===== src/rtl/core/wsu_pkg.sv =====
// Package for the WS28xx-over-UART bit encoder.
// Holds the character job type and the constants shared by the front end,
// the job queue and the back end. No dependencies.
package wsu_pkg;

  // Width of one UART character and the inversion mask for the line.
  localparam int unsigned CharW = 7;
  localparam logic [CharW-1:0] CharMask = 7'h7F;

  // One byte yields at most four characters: three full ones plus a flush.
  localparam int unsigned MaxChars = 4;
  localparam int unsigned CountW = 3;

  // Bit positions inside a character before inversion.
  localparam int unsigned Slot0DataBit = 0;
  localparam int unsigned Slot1SyncBit = 2;
  localparam int unsigned Slot1DataBit = 3;
  localparam int unsigned Slot2SyncBit = 5;
  localparam int unsigned Slot2DataBit = 6;

  // Job queue between front and back end.
  localparam int unsigned QueueDepth = 2;
  localparam int unsigned QueuePtrW = 1;
  localparam int unsigned QueueCntW = 2;

  typedef logic [CharW-1:0] char_t;
  typedef logic [1:0] slot_t;

  // All characters caused by one input byte, ready to send in order.
  typedef struct packed {
    char_t [MaxChars-1:0] chars;
    logic [CountW-1:0]    count;
  } job_t;

endpackage


===== src/rtl/core/wsu_if.sv =====
// Channel interfaces of the WS28xx-over-UART bit encoder.
// Depends on nothing; payload widths follow the field widths.
interface wsu_in_if;
  logic       valid;
  logic       ready;
  logic [7:0] led_byte;
  logic       frame_end;

  modport source (output valid, output led_byte, output frame_end, input ready);
  modport sink (input valid, input led_byte, input frame_end, output ready);
endinterface

interface wsu_out_if;
  logic       valid;
  logic       ready;
  logic [6:0] uart_char;
  logic       last_of_run;

  modport source (output valid, output uart_char, output last_of_run, input ready);
  modport sink (input valid, input uart_char, input last_of_run, output ready);
endinterface


===== src/rtl/core/wsu_front.sv =====
// Front end: accepts LED bytes, splits their bits into slots and builds the
// characters of one byte as a job. Depends on wsu_pkg and wsu_if.
module wsu_front (
  input  logic          clk_i,
  input  logic          rst_ni,
  wsu_in_if.sink        in_i,
  input  logic          queue_ready_i,
  output logic          push_o,
  output wsu_pkg::job_t job_o
);
  import wsu_pkg::*;

  typedef struct packed {
    job_t  job;
    char_t partial;
    slot_t slot;
  } enc_t;

  // Place eight data bits into slots, emitting each full character inverted.
  function automatic enc_t encode(char_t pc, slot_t sl, logic [7:0] b, logic fe);
    enc_t              r;
    char_t             c;
    slot_t             s;
    logic [CountW-1:0] n;
    logic              bit_v;
    r = '0;
    c = pc;
    s = (sl == 2'd3) ? 2'd0 : sl;
    n = '0;
    for (int i = 7; i >= 0; i--) begin
      bit_v = b[3'(i)];
      case (s)
        2'd1: begin
          c[Slot1SyncBit] = 1'b1;
          c[Slot1DataBit] = c[Slot1DataBit] | bit_v;
        end
        2'd2: begin
          c[Slot2SyncBit] = 1'b1;
          c[Slot2DataBit] = c[Slot2DataBit] | bit_v;
        end
        default: begin
          c[Slot0DataBit] = c[Slot0DataBit] | bit_v;
        end
      endcase
      if (s == 2'd2) begin
        r.job.chars[n[1:0]] = c ^ CharMask;
        n = n + 1'b1;
        c = '0;
        s = 2'd0;
      end else begin
        s = s + 1'b1;
      end
    end
    // Flush a partly filled character at the end of a frame.
    if (fe && (s != 2'd0)) begin
      r.job.chars[n[1:0]] = c ^ CharMask;
      n = n + 1'b1;
      c = '0;
      s = 2'd0;
    end
    r.job.count = n;
    r.partial   = c;
    r.slot      = s;
    return r;
  endfunction

  char_t partial_q, partial_d;
  slot_t slot_q, slot_d;
  enc_t  enc;
  logic  accept;

  // Encoding of the offered byte against the current character state.
  assign enc        = encode(partial_q, slot_q, in_i.led_byte, in_i.frame_end);
  assign in_i.ready = queue_ready_i;
  assign accept     = in_i.valid & queue_ready_i;
  assign push_o     = accept;
  assign job_o      = enc.job;
  assign partial_d  = accept ? enc.partial : partial_q;
  assign slot_d     = accept ? enc.slot : slot_q;

  // Character state carried from byte to byte.
  always_ff @(posedge clk_i or negedge rst_ni) begin
    if (!rst_ni) begin
      partial_q <= '0;
      slot_q    <= '0;
    end else begin
      partial_q <= partial_d;
      slot_q    <= slot_d;
    end
  end

endmodule


===== src/rtl/core/wsu_queue.sv =====
// Two-entry job queue between the front and back end.
// Depends on wsu_pkg.
module wsu_queue (
  input  logic          clk_i,
  input  logic          rst_ni,
  input  logic          push_i,
  input  wsu_pkg::job_t push_job_i,
  output logic          ready_o,
  input  logic          pop_i,
  output logic          head_valid_o,
  output wsu_pkg::job_t head_o
);
  import wsu_pkg::*;

  job_t                 mem_q [QueueDepth];
  logic [QueuePtrW-1:0] wr_q, wr_d, rd_q, rd_d;
  logic [QueueCntW-1:0] cnt_q, cnt_d;
  logic                 do_push, do_pop;

  assign ready_o      = (cnt_q != QueueCntW'(QueueDepth));
  assign head_valid_o = (cnt_q != '0);
  assign head_o       = mem_q[rd_q];
  assign do_push      = push_i & ready_o;
  assign do_pop       = pop_i & head_valid_o;

  // Pointer and fill count updates.
  always_comb begin
    wr_d  = do_push ? wr_q + 1'b1 : wr_q;
    rd_d  = do_pop ? rd_q + 1'b1 : rd_q;
    cnt_d = cnt_q;
    if (do_push && !do_pop) begin
      cnt_d = cnt_q + 1'b1;
    end else if (do_pop && !do_push) begin
      cnt_d = cnt_q - 1'b1;
    end
  end

  always_ff @(posedge clk_i or negedge rst_ni) begin
    if (!rst_ni) begin
      wr_q  <= '0;
      rd_q  <= '0;
      cnt_q <= '0;
    end else begin
      wr_q  <= wr_d;
      rd_q  <= rd_d;
      cnt_q <= cnt_d;
    end
  end

  // Job storage needs no reset.
  always_ff @(posedge clk_i) begin
    if (do_push) begin
      mem_q[wr_q] <= push_job_i;
    end
  end

endmodule


===== src/rtl/core/wsu_back.sv =====
// Back end: sends the head job's characters one request per cycle unless out_o stalls.
// Depends on wsu_pkg and wsu_if.
module wsu_back (
  input  logic          clk_i,
  input  logic          rst_ni,
  input  logic          head_valid_i,
  input  wsu_pkg::job_t head_i,
  output logic          pop_o,
  wsu_out_if.source     out_o,
  output logic [1:0]    idx_o
);
  import wsu_pkg::*;

  logic [1:0] idx_q, idx_d;
  logic       is_last, fire;

  assign is_last           = ({1'b0, idx_q} + 1'b1) == head_i.count;
  assign fire              = head_valid_i & out_o.ready;
  assign out_o.valid       = head_valid_i;
  assign out_o.uart_char   = head_i.chars[idx_q];
  assign out_o.last_of_run = is_last;
  assign pop_o             = fire & is_last;
  assign idx_o             = idx_q;

  // Character index inside the head job; back to zero when the job leaves.
  always_comb begin
    idx_d = idx_q;
    if (fire) begin
      idx_d = is_last ? 2'd0 : idx_q + 1'b1;
    end
  end

  always_ff @(posedge clk_i or negedge rst_ni) begin
    if (!rst_ni) begin
      idx_q <= '0;
    end else begin
      idx_q <= idx_d;
    end
  end

endmodule


===== src/rtl/core/ws28xx_uart_bit_encoder_top.sv =====
// Top level of the WS28xx-over-UART bit encoder.
// Depends on wsu_pkg, wsu_if, wsu_front, wsu_queue and wsu_back.
//
// Usage:
//   in_i carries LED data bytes (led_byte, sent MSB first) with frame_end set
//   on the last byte of a frame. out_o carries seven-bit UART characters,
//   already inverted for the line, with last_of_run set on the final
//   character caused by each byte. Both channels move a request when valid
//   and ready are high at a rising clock edge.
//   Every data bit fills a three-bit slot; three slots make a character, so
//   a byte gives two or three full characters, and a frame end flushes a
//   partly filled character as one more, so at most four.
//   The first character of a byte is offered in the cycle after the byte
//   is taken when no earlier characters are waiting; otherwise it follows
//   them. The back end sends one character per cycle while out_o.ready is
//   high, and a byte gives it two to four characters to send; that output
//   port sets the throughput. A two-job queue lets the front take the next
//   byte while characters still wait to go out.
//   When the receiver stalls, the characters are held and the queue fills;
//   in_i.ready drops once both jobs are waiting.
//   Reset empties the queue and starts a fresh character at slot zero.
module ws28xx_uart_bit_encoder_top (
  input  logic       clk_i,
  input  logic       rst_ni,
  wsu_in_if.sink     in_i,
  wsu_out_if.source  out_o
);
  import wsu_pkg::*;

  logic       push, queue_ready, pop, head_valid;
  job_t       push_job, head_job;
  logic [1:0] idx;

  wsu_front u_front (
    .clk_i         (clk_i),
    .rst_ni        (rst_ni),
    .in_i          (in_i),
    .queue_ready_i (queue_ready),
    .push_o        (push),
    .job_o         (push_job)
  );

  wsu_queue u_queue (
    .clk_i        (clk_i),
    .rst_ni       (rst_ni),
    .push_i       (push),
    .push_job_i   (push_job),
    .ready_o      (queue_ready),
    .pop_i        (pop),
    .head_valid_o (head_valid),
    .head_o       (head_job)
  );

  wsu_back u_back (
    .clk_i        (clk_i),
    .rst_ni       (rst_ni),
    .head_valid_i (head_valid),
    .head_i       (head_job),
    .pop_o        (pop),
    .out_o        (out_o),
    .idx_o        (idx)
  );

  // Every job holds two to four characters.
  assert property (@(posedge clk_i) disable iff (!rst_ni)
    head_valid |-> (head_job.count >= 3'd2 && head_job.count <= 3'd4))
    else $error("job character count out of range");

  // The character index stays inside the head job.
  assert property (@(posedge clk_i) disable iff (!rst_ni)
    head_valid |-> ({1'b0, idx} < head_job.count))
    else $error("character index beyond head job");

  // After a byte is accepted, output is offered in the next cycle.
  assert property (@(posedge clk_i) disable iff (!rst_ni)
    (in_i.valid && in_i.ready) |=> out_o.valid)
    else $error("accepted byte produced no pending output");

endmodule

===== src/flat_wrapper.sv =====
// flat-port wrapper written by rule: the top's interface ports become plain ports
module ws28xx_uart_bit_encoder_top_flat import wsu_pkg::*;
  (clk_i, rst_ni, in_i_valid, in_i_led_byte, in_i_frame_end, in_i_ready, out_o_valid, out_o_uart_char, out_o_last_of_run, out_o_ready);
  wsu_in_if in_i_i ();
  wsu_out_if out_o_i ();
  input  logic clk_i;
  input  logic rst_ni;
  input wire logic [$bits(in_i_i.valid)-1:0] in_i_valid;
  input wire logic [$bits(in_i_i.led_byte)-1:0] in_i_led_byte;
  input wire logic [$bits(in_i_i.frame_end)-1:0] in_i_frame_end;
  output wire logic [$bits(in_i_i.ready)-1:0] in_i_ready;
  output wire logic [$bits(out_o_i.valid)-1:0] out_o_valid;
  output wire logic [$bits(out_o_i.uart_char)-1:0] out_o_uart_char;
  output wire logic [$bits(out_o_i.last_of_run)-1:0] out_o_last_of_run;
  input wire logic [$bits(out_o_i.ready)-1:0] out_o_ready;
  assign in_i_i.valid = in_i_valid;
  assign in_i_i.led_byte = in_i_led_byte;
  assign in_i_i.frame_end = in_i_frame_end;
  assign in_i_ready = in_i_i.ready;
  assign out_o_valid = out_o_i.valid;
  assign out_o_uart_char = out_o_i.uart_char;
  assign out_o_last_of_run = out_o_i.last_of_run;
  assign out_o_i.ready = out_o_ready;
  ws28xx_uart_bit_encoder_top u_core (.clk_i(clk_i), .rst_ni(rst_ni), .in_i(in_i_i), .out_o(out_o_i));
endmodule

===== config.mk =====
export PLATFORM = sky130hd
export DESIGN_NAME = ws28xx_uart_bit_encoder_top_flat
export DESIGN_NICKNAME = d
export VERILOG_FILES = /design/src/rtl/core/wsu_pkg.sv /design/src/rtl/core/wsu_if.sv /design/src/rtl/core/wsu_front.sv /design/src/rtl/core/wsu_queue.sv /design/src/rtl/core/wsu_back.sv /design/src/rtl/core/ws28xx_uart_bit_encoder_top.sv /design/src/flat_wrapper.sv
export SDC_FILE = /design/constraint.sdc
export NUM_CORES = 1
export LEC_CHECK = 0
export CAP_MARGIN = 25
export CORE_MARGIN = 2
export CORE_UTILIZATION = 45
export CTS_BUF_LIST = sky130_fd_sc_hd__clkbuf_8
export DETAILED_ROUTE_END_ITERATION = 10
export DONT_BUFFER_PORTS = 1
export PLACE_DENSITY_LB_ADDON = 0.2
export SYNTH_ARGS = -nofsm -noshare
export SYNTH_HDL_FRONTEND = slang
export SYNTH_HIERARCHICAL = 1
export SYNTH_SLANG_ARGS = --single-unit

===== constraint.sdc =====
create_clock -name clk_i -period 4 [get_ports clk_i]
set_clock_uncertainty 0.1 [all_clocks]
set_input_delay 0.8 -clock clk_i [delete_from_list [all_inputs] [get_ports clk_i]]
set_output_delay 0.8 -clock clk_i [all_outputs]
set_load 0.01 [all_outputs]

==> results.sh, run 1 <==
export IMPL_drtIter0Drc=123
export IMPL_drt_first_pass_iters=4
export IMPL_tritoncts="yes"
export IMPL_routabilityCongestion=0.782
export IMPL_avgViaCountPerCell=5.55
export IMPL_fin_total_pwr_mw=3.61
export IMPL_core_area_sq_mm=0.00920
export IMPL_drcViolationCount=0
export IMPL_num_rows=35
export IMPL_syn2layout_area_growth_pct=-1.00
export IMPL_p_leak_nw=1.58
export IMPL_grt_pass1_vias=2147
export IMPL_syn_inst=323
export IMPL_ys_warn_count=6
export IMPL_cts_hold_buf=0
export IMPL_final_common_cell="edfxtp_1"
export IMPL_slowest_stage="dfrtp_2"
export IMPL_nNetsFinal=307
export IMPL_grt_max_degree=32
export IMPL_seq_area_frac_synth=0.521
export IMPL_cp_arrival_ns=2.34
export IMPL_rsz0062_at_grt="no"
export IMPL_wl_per_cell_um=17.8
export IMPL_worstPathMaxFanout=20
export IMPL_synth_seq_cells=76
export IMPL_gr_total_overflow=0
export IMPL_timing_hold_violations_final=0
export IMPL_cts_resized=0
export IMPL_crit_chain="buf_4 -> mux2_4 -> mux4_1"
export IMPL_fp_dieW_um=101
export IMPL_final_cell_mix="edfxtp_1, mux2_4, nand2_1"
export IMPL_routed_wl_um=7200
export IMPL_end_kind="output port"
export IMPL_max_freq_mhz=309
export IMPL_route_antenna_remaining_nets=0
export IMPL_cts_max_level=3
export IMPL_syn_cell_area_sq_mm=0.00424
export IMPL_dieHeight_um=101
export IMPL_crit_path_max_incr_delay_ns=0.76
export IMPL_wl_met1_um=3470
export IMPL_wl_met3_um=348
export IMPL_hold_class="in -> async"
export IMPL_die_area_sq_mm=0.0102
export IMPL_clkTransAtPathRegs_ns=0.08
export IMPL_setup_tns_final_ns=0
export IMPL_holdWs_ns=0.0347
export IMPL_numCtsBuffers=9
export IMPL_wl_met2_um=3260
export IMPL_drv_slew=0
export IMPL_final_layout_size_suffix_gt1_frac=0.229
export IMPL_syn_nets=342
export IMPL_ir_drop_uv=365
export IMPL_clock_sinks=76
export IMPL_synth_edf_count=62
export IMPL_synthFlopType="edfxtp_1"
export IMPL_cts_root_buf="clkbuf_8"
export IMPL_worstPathRequired_ns=3.10
export IMPL_post_dp_cell_area_sq_mm=0.00399
export IMPL_slew_limit_headroom=0.332
export IMPL_syn_avg_cell_area_sq_um=13.1
export IMPL_fin_area_sq_mm=0.00420
export IMPL_boundaryPins=23
export IMPL_cts_setup_buffers=0
export IMPL_port_buffers=0
export IMPL_max_cap_violations=0
export IMPL_setup_viol=0
export IMPL_num_antenna_cells=0
export IMPL_top_layer="met4"
export IMPL_status="finished, final reports clean"
export IMPL_tightest_slew_ns=1.00
export IMPL_ys_async_sr_fraction=0.184
export IMPL_grt_pass1_wl_um=11800
export IMPL_power_density_mw_per_mm2=860
export IMPL_min_period_ns=3.24
export IMPL_clock_path_buffers=2
export IMPL_initial_utilization=0.461
export IMPL_antenna_found_initial=0
export IMPL_clk_insertion_delay_late_ns=0.35
export IMPL_critPathKind="reg -> out"
export IMPL_synth_cell_types=57
export IMPL_fin_crit_sh=0.810
export IMPL_grtUsageTotal=0.155
export IMPL_critPathLaunchType="register"
export IMPL_dp_hpwl_um=4800
export IMPL_vias=2244
==> area by class of cell <==
cell class,count,area [sq um]
fillers,843,4990
clock inverters,5,57.6
flip-flops and latches,76,2210
repair buffers,5,37.5
clock buffers,11,151
multi-input cells,186,1570
well taps,111,139
inverters,10,37.5
==> power breakdown <==
group          switching, mW  internal [mW]  total (mW)  leakage (nW)
sequential             0.170           1.24        1.41         0.741
combinational          0.869          0.725        1.59         0.728
clock                  0.282          0.324       0.606         0.106
==> synthesized netlist by cell type (all sizes together) (2+ instances only) <==
cell	number	area, sq um
nor3	4	31.3
nand2	30	118
o21ai	15	75.1
o21a	2	15.0
a21oi	14	70.1
o22ai	3	18.8
edfxtp	62	1860
o31ai	2	15.0
a21o	3	22.5
nand3b	2	15.0
nand2b	5	31.3
or2	4	25.0
nand3	5	25.0
mux4	7	173
o211ai	2	15.0
buf	50	428
ha	6	75.1
inv	10	37.5
dfrtp	14	350
a221oi	2	17.5
xnor2	4	42.6
mux2	33	484
nor2b	5	33.8
nor2	14	52.6
xor2	5	43.8
==> worst max-delay path: cells and delay by family, from the launching register on <==
| family | cells | cell delay, ns |
|---|---|---|
| flops | 1 | 0.76 |
| buf+inv | 1 | 0.33 |
| mux | 2 | 0.87 |
==> cell families after synthesis <==
group	Yosys count	share of synthesized area
compound gates	58	0.0905
mux	40	0.155
fa+ha+maj	6	0.0177
buf+inv	61	0.111
flops	76	0.521
xor+xnor	9	0.0203
simple gates	73	0.0849
==> worst paths after layout <==
check	from	endpoint	slack [ns]	cells after the start
worst min-delay path	rst_ni	u_core/u_queue/cnt_q[1]	0.03	0
worst min register to register	u_core/u_front/partial_q[3]	u_core/u_front/partial_q[3]	0.39	2
worst max register to register	u_core/u_queue/rd_q	u_core/u_queue/cnt_q[1]	1.15	9
max in group asynchronous	rst_ni	u_core/u_queue/rd_q	3.69	0
worst max-delay path	u_core/u_queue/rd_q	out_o_uart_char[6]	0.76	3
min in group clk_i	u_core/u_front/partial_q[3]	u_core/u_front/partial_q[3]	0.39	2
==> per-stage QoR <==
step	util	instances	setup slack, ns
6_report	0.457	404	0.762
5_1_grt	0.457	404	0.637
4_1_cts	0.457	404	0.696
3_5_place_dp	0.434	388	1.10
3_3_place_gp	0.434	388	1.10
2_1_floorplan	-	323	1.00
==> sequential cells by signal, indices dropped and copies added, names as in the netlist <==
register	flops
u_core/u_back/idx_o	2
u_core/u_queue/wr_q	1
u_core/u_front/partial_q	6
u_core/u_front/slot_q	2
u_core/u_queue/rd_q	1
u_core/u_queue/mem_q	62
u_core/u_queue/cnt_q	2
==> routing by layer <==
metal / vias to the layer above / GRT usage
met5: - / 0
met4: 0 / 0.0686
met3: 9 / 0.0340
met2: 49 / 0.226
met1: 1100 / 0.224
li1: 1086 / -
(Power assumes the default switching activity.)
==> inputs of run 2 (changes only) <==
- clock period: 4 -> 3 ns (I/O delays scaled with it)
==> results.sh, run 2 (synthesis gave the netlist of run 1 again) <==
export IMPL_critPathKind="reg -> out"
export IMPL_syn2layout_area_growth_pct=-0.973
export IMPL_final_cell_mix="edfxtp_1, mux2_4, nand2_1"
export IMPL_routabilityCongestion=0.810
export IMPL_clock_path_buffers=2
export IMPL_num_rows=35
export IMPL_reg_top3="u_core/u_queue/mem_q x62, u_core/u_front/partial_q x6"
export IMPL_drt_first_pass_iters=4
export IMPL_final_common_cell="edfxtp_1"
export IMPL_crit_path_max_incr_delay_ns=0.56
export IMPL_critPathLaunch="u_core/u_queue/rd_q"
export IMPL_largest_register="u_core/u_queue/mem_q"
export IMPL_r2r_start="u_core/u_front/slot_q[1]"
export IMPL_status="finished, final reports clean"
export IMPL_route_antenna_remaining_nets=0
export IMPL_clk_insertion_delay_late_ns=0.33
export IMPL_worstPathRequired_ns=2.30
export IMPL_p_leak_nw=1.58
export IMPL_hold_class="in -> reg"
export IMPL_routed_wl_um=7360
export IMPL_core_area_sq_mm=0.00920
export IMPL_worstPathMaxFanout=25
export IMPL_nNetsFinal=312
export IMPL_max_freq_mhz=362
export IMPL_fin_util=0.457
export IMPL_cts_root_buf="clkbuf_8"
export IMPL_fp_dieW_um=101
export IMPL_grt_max_degree=32
export IMPL_regToRegSetupSlack_ns=0.60
export IMPL_wl_per_cell_um=18.0
export IMPL_reg2reg_depth=6
export IMPL_largest_reg_flops=62
export IMPL_tritoncts="yes"
export IMPL_holdWs_ns=0.321
export IMPL_max_cap_violations=0
export IMPL_numCtsBuffers=9
export IMPL_grt_pass1_vias=2275
export IMPL_rsz0062_at_grt="no"
export IMPL_critPathLaunchType="register"
export IMPL_min_period_ns=2.76
export IMPL_antenna_found_initial=0
export IMPL_ir_drop_uv=465
export IMPL_grtUsageTotal=0.160
export IMPL_gr_total_overflow=0
export IMPL_cts_setup_buffers=0
export IMPL_clkTransAtPathRegs_ns=0.07
export IMPL_setup_viol=0
export IMPL_drtIter0Drc=179
export IMPL_power_density_mw_per_mm2=1120
export IMPL_avgViaCountPerCell=5.50
export IMPL_drv_slew=0
export IMPL_die_area_sq_mm=0.0102
export IMPL_port_buffers=0
export IMPL_dp_hpwl_um=5020
export IMPL_post_dp_cell_area_sq_mm=0.00404
export IMPL_end_kind="output port"
export IMPL_drcViolationCount=0
export IMPL_crit_chain="buf_12 -> mux2_2 -> mux4_1"
export IMPL_setup_tns_final_ns=0
export IMPL_tightest_slew_ns=0.687
export IMPL_grt_pass1_wl_um=12300
export IMPL_fin_crit_sh=0.921
export IMPL_timing_rr_end="u_core/u_queue/mem_q[1][4]"
export IMPL_cts_max_level=3
export IMPL_timing_hold_violations_final=0
export IMPL_slowest_stage="mux4_1"
export IMPL_critPathCapture="out_o_uart_char[0]"
export IMPL_cp_arrival_ns=2.06
export IMPL_final_layout_size_suffix_gt1_frac=0.225
export IMPL_fin_area_sq_mm=0.00420
export IMPL_slew_limit_headroom=0.541
export IMPL_clock_sinks=76
export IMPL_vias=2250
export IMPL_num_antenna_cells=0
export IMPL_boundaryPins=23
export IMPL_initial_utilization=0.461
export IMPL_dieHeight_um=101
==> run 2: repair_timing <==
action                    CTS  global route
resized for setup           0             0
hold buffers                1             0
hold endpoints to repair   14             0
==> run 2: worst min path at each step <==
stage / slack (ns) / start / depth (start not counted) / end
4_1_cts: 0.30 / out_o_ready / 2 / u_core/u_back/idx_o[1]
3_5_place_dp: 0.20 / rst_ni / 0 / u_core/u_queue/cnt_q[1]
2_1_floorplan: 0.20 / rst_ni / 0 / u_core/u_back/idx_o[0]
5_1_grt: 0.31 / out_o_ready / 2 / u_core/u_back/idx_o[1]
3_3_place_gp: 0.20 / rst_ni / 0 / u_core/u_queue/cnt_q[1]
6_report: 0.32 / out_o_ready / 2 / u_core/u_back/idx_o[1]
==> run 2: area by class of cell <==
cell class	instances	area (sq um)
Multi-Input combinational cell	186	1570
Tap cell	111	139
Timing Repair Buffer	10	90.1
Clock buffer	9	124
Sequential cell	76	2210
Inverter	10	37.5
Fill cell	828	4990
Clock inverter	7	33.8
==> run 2: worst max-delay path, delay by kind of cell, from the launching register on <==
family                 cells  cell delay (ns)
multiplexers               2             0.91
buffers and inverters      1             0.26
flip-flops                 1             0.54
==> run 2: where the power goes <==
part / switching [mW] / internal [mW] / total, mW / leakage (nW)
Combinational: 1.28 / 1.01 / 2.29 / 0.757
Sequential: 0.135 / 1.66 / 1.80 / 0.741
Clock: 0.347 / 0.287 / 0.634 / 0.0829
==> run 2: layer usage <==
metal,wire length [um],track usage
met5,0,0
met3,262,0.0402
met4,85,0.0541
met1,3640,0.235
met2,3380,0.233
==> run 2: stage by stage <==
stage	power, mW	setup slack (ns)	std cells
floorplan	4.09	0.200	323
global placement	4.08	0.576	392
detailed placement	4.12	0.587	392
CTS	4.77	0.201	409
global route	5.07	0.146	409
finish	4.72	0.238	409
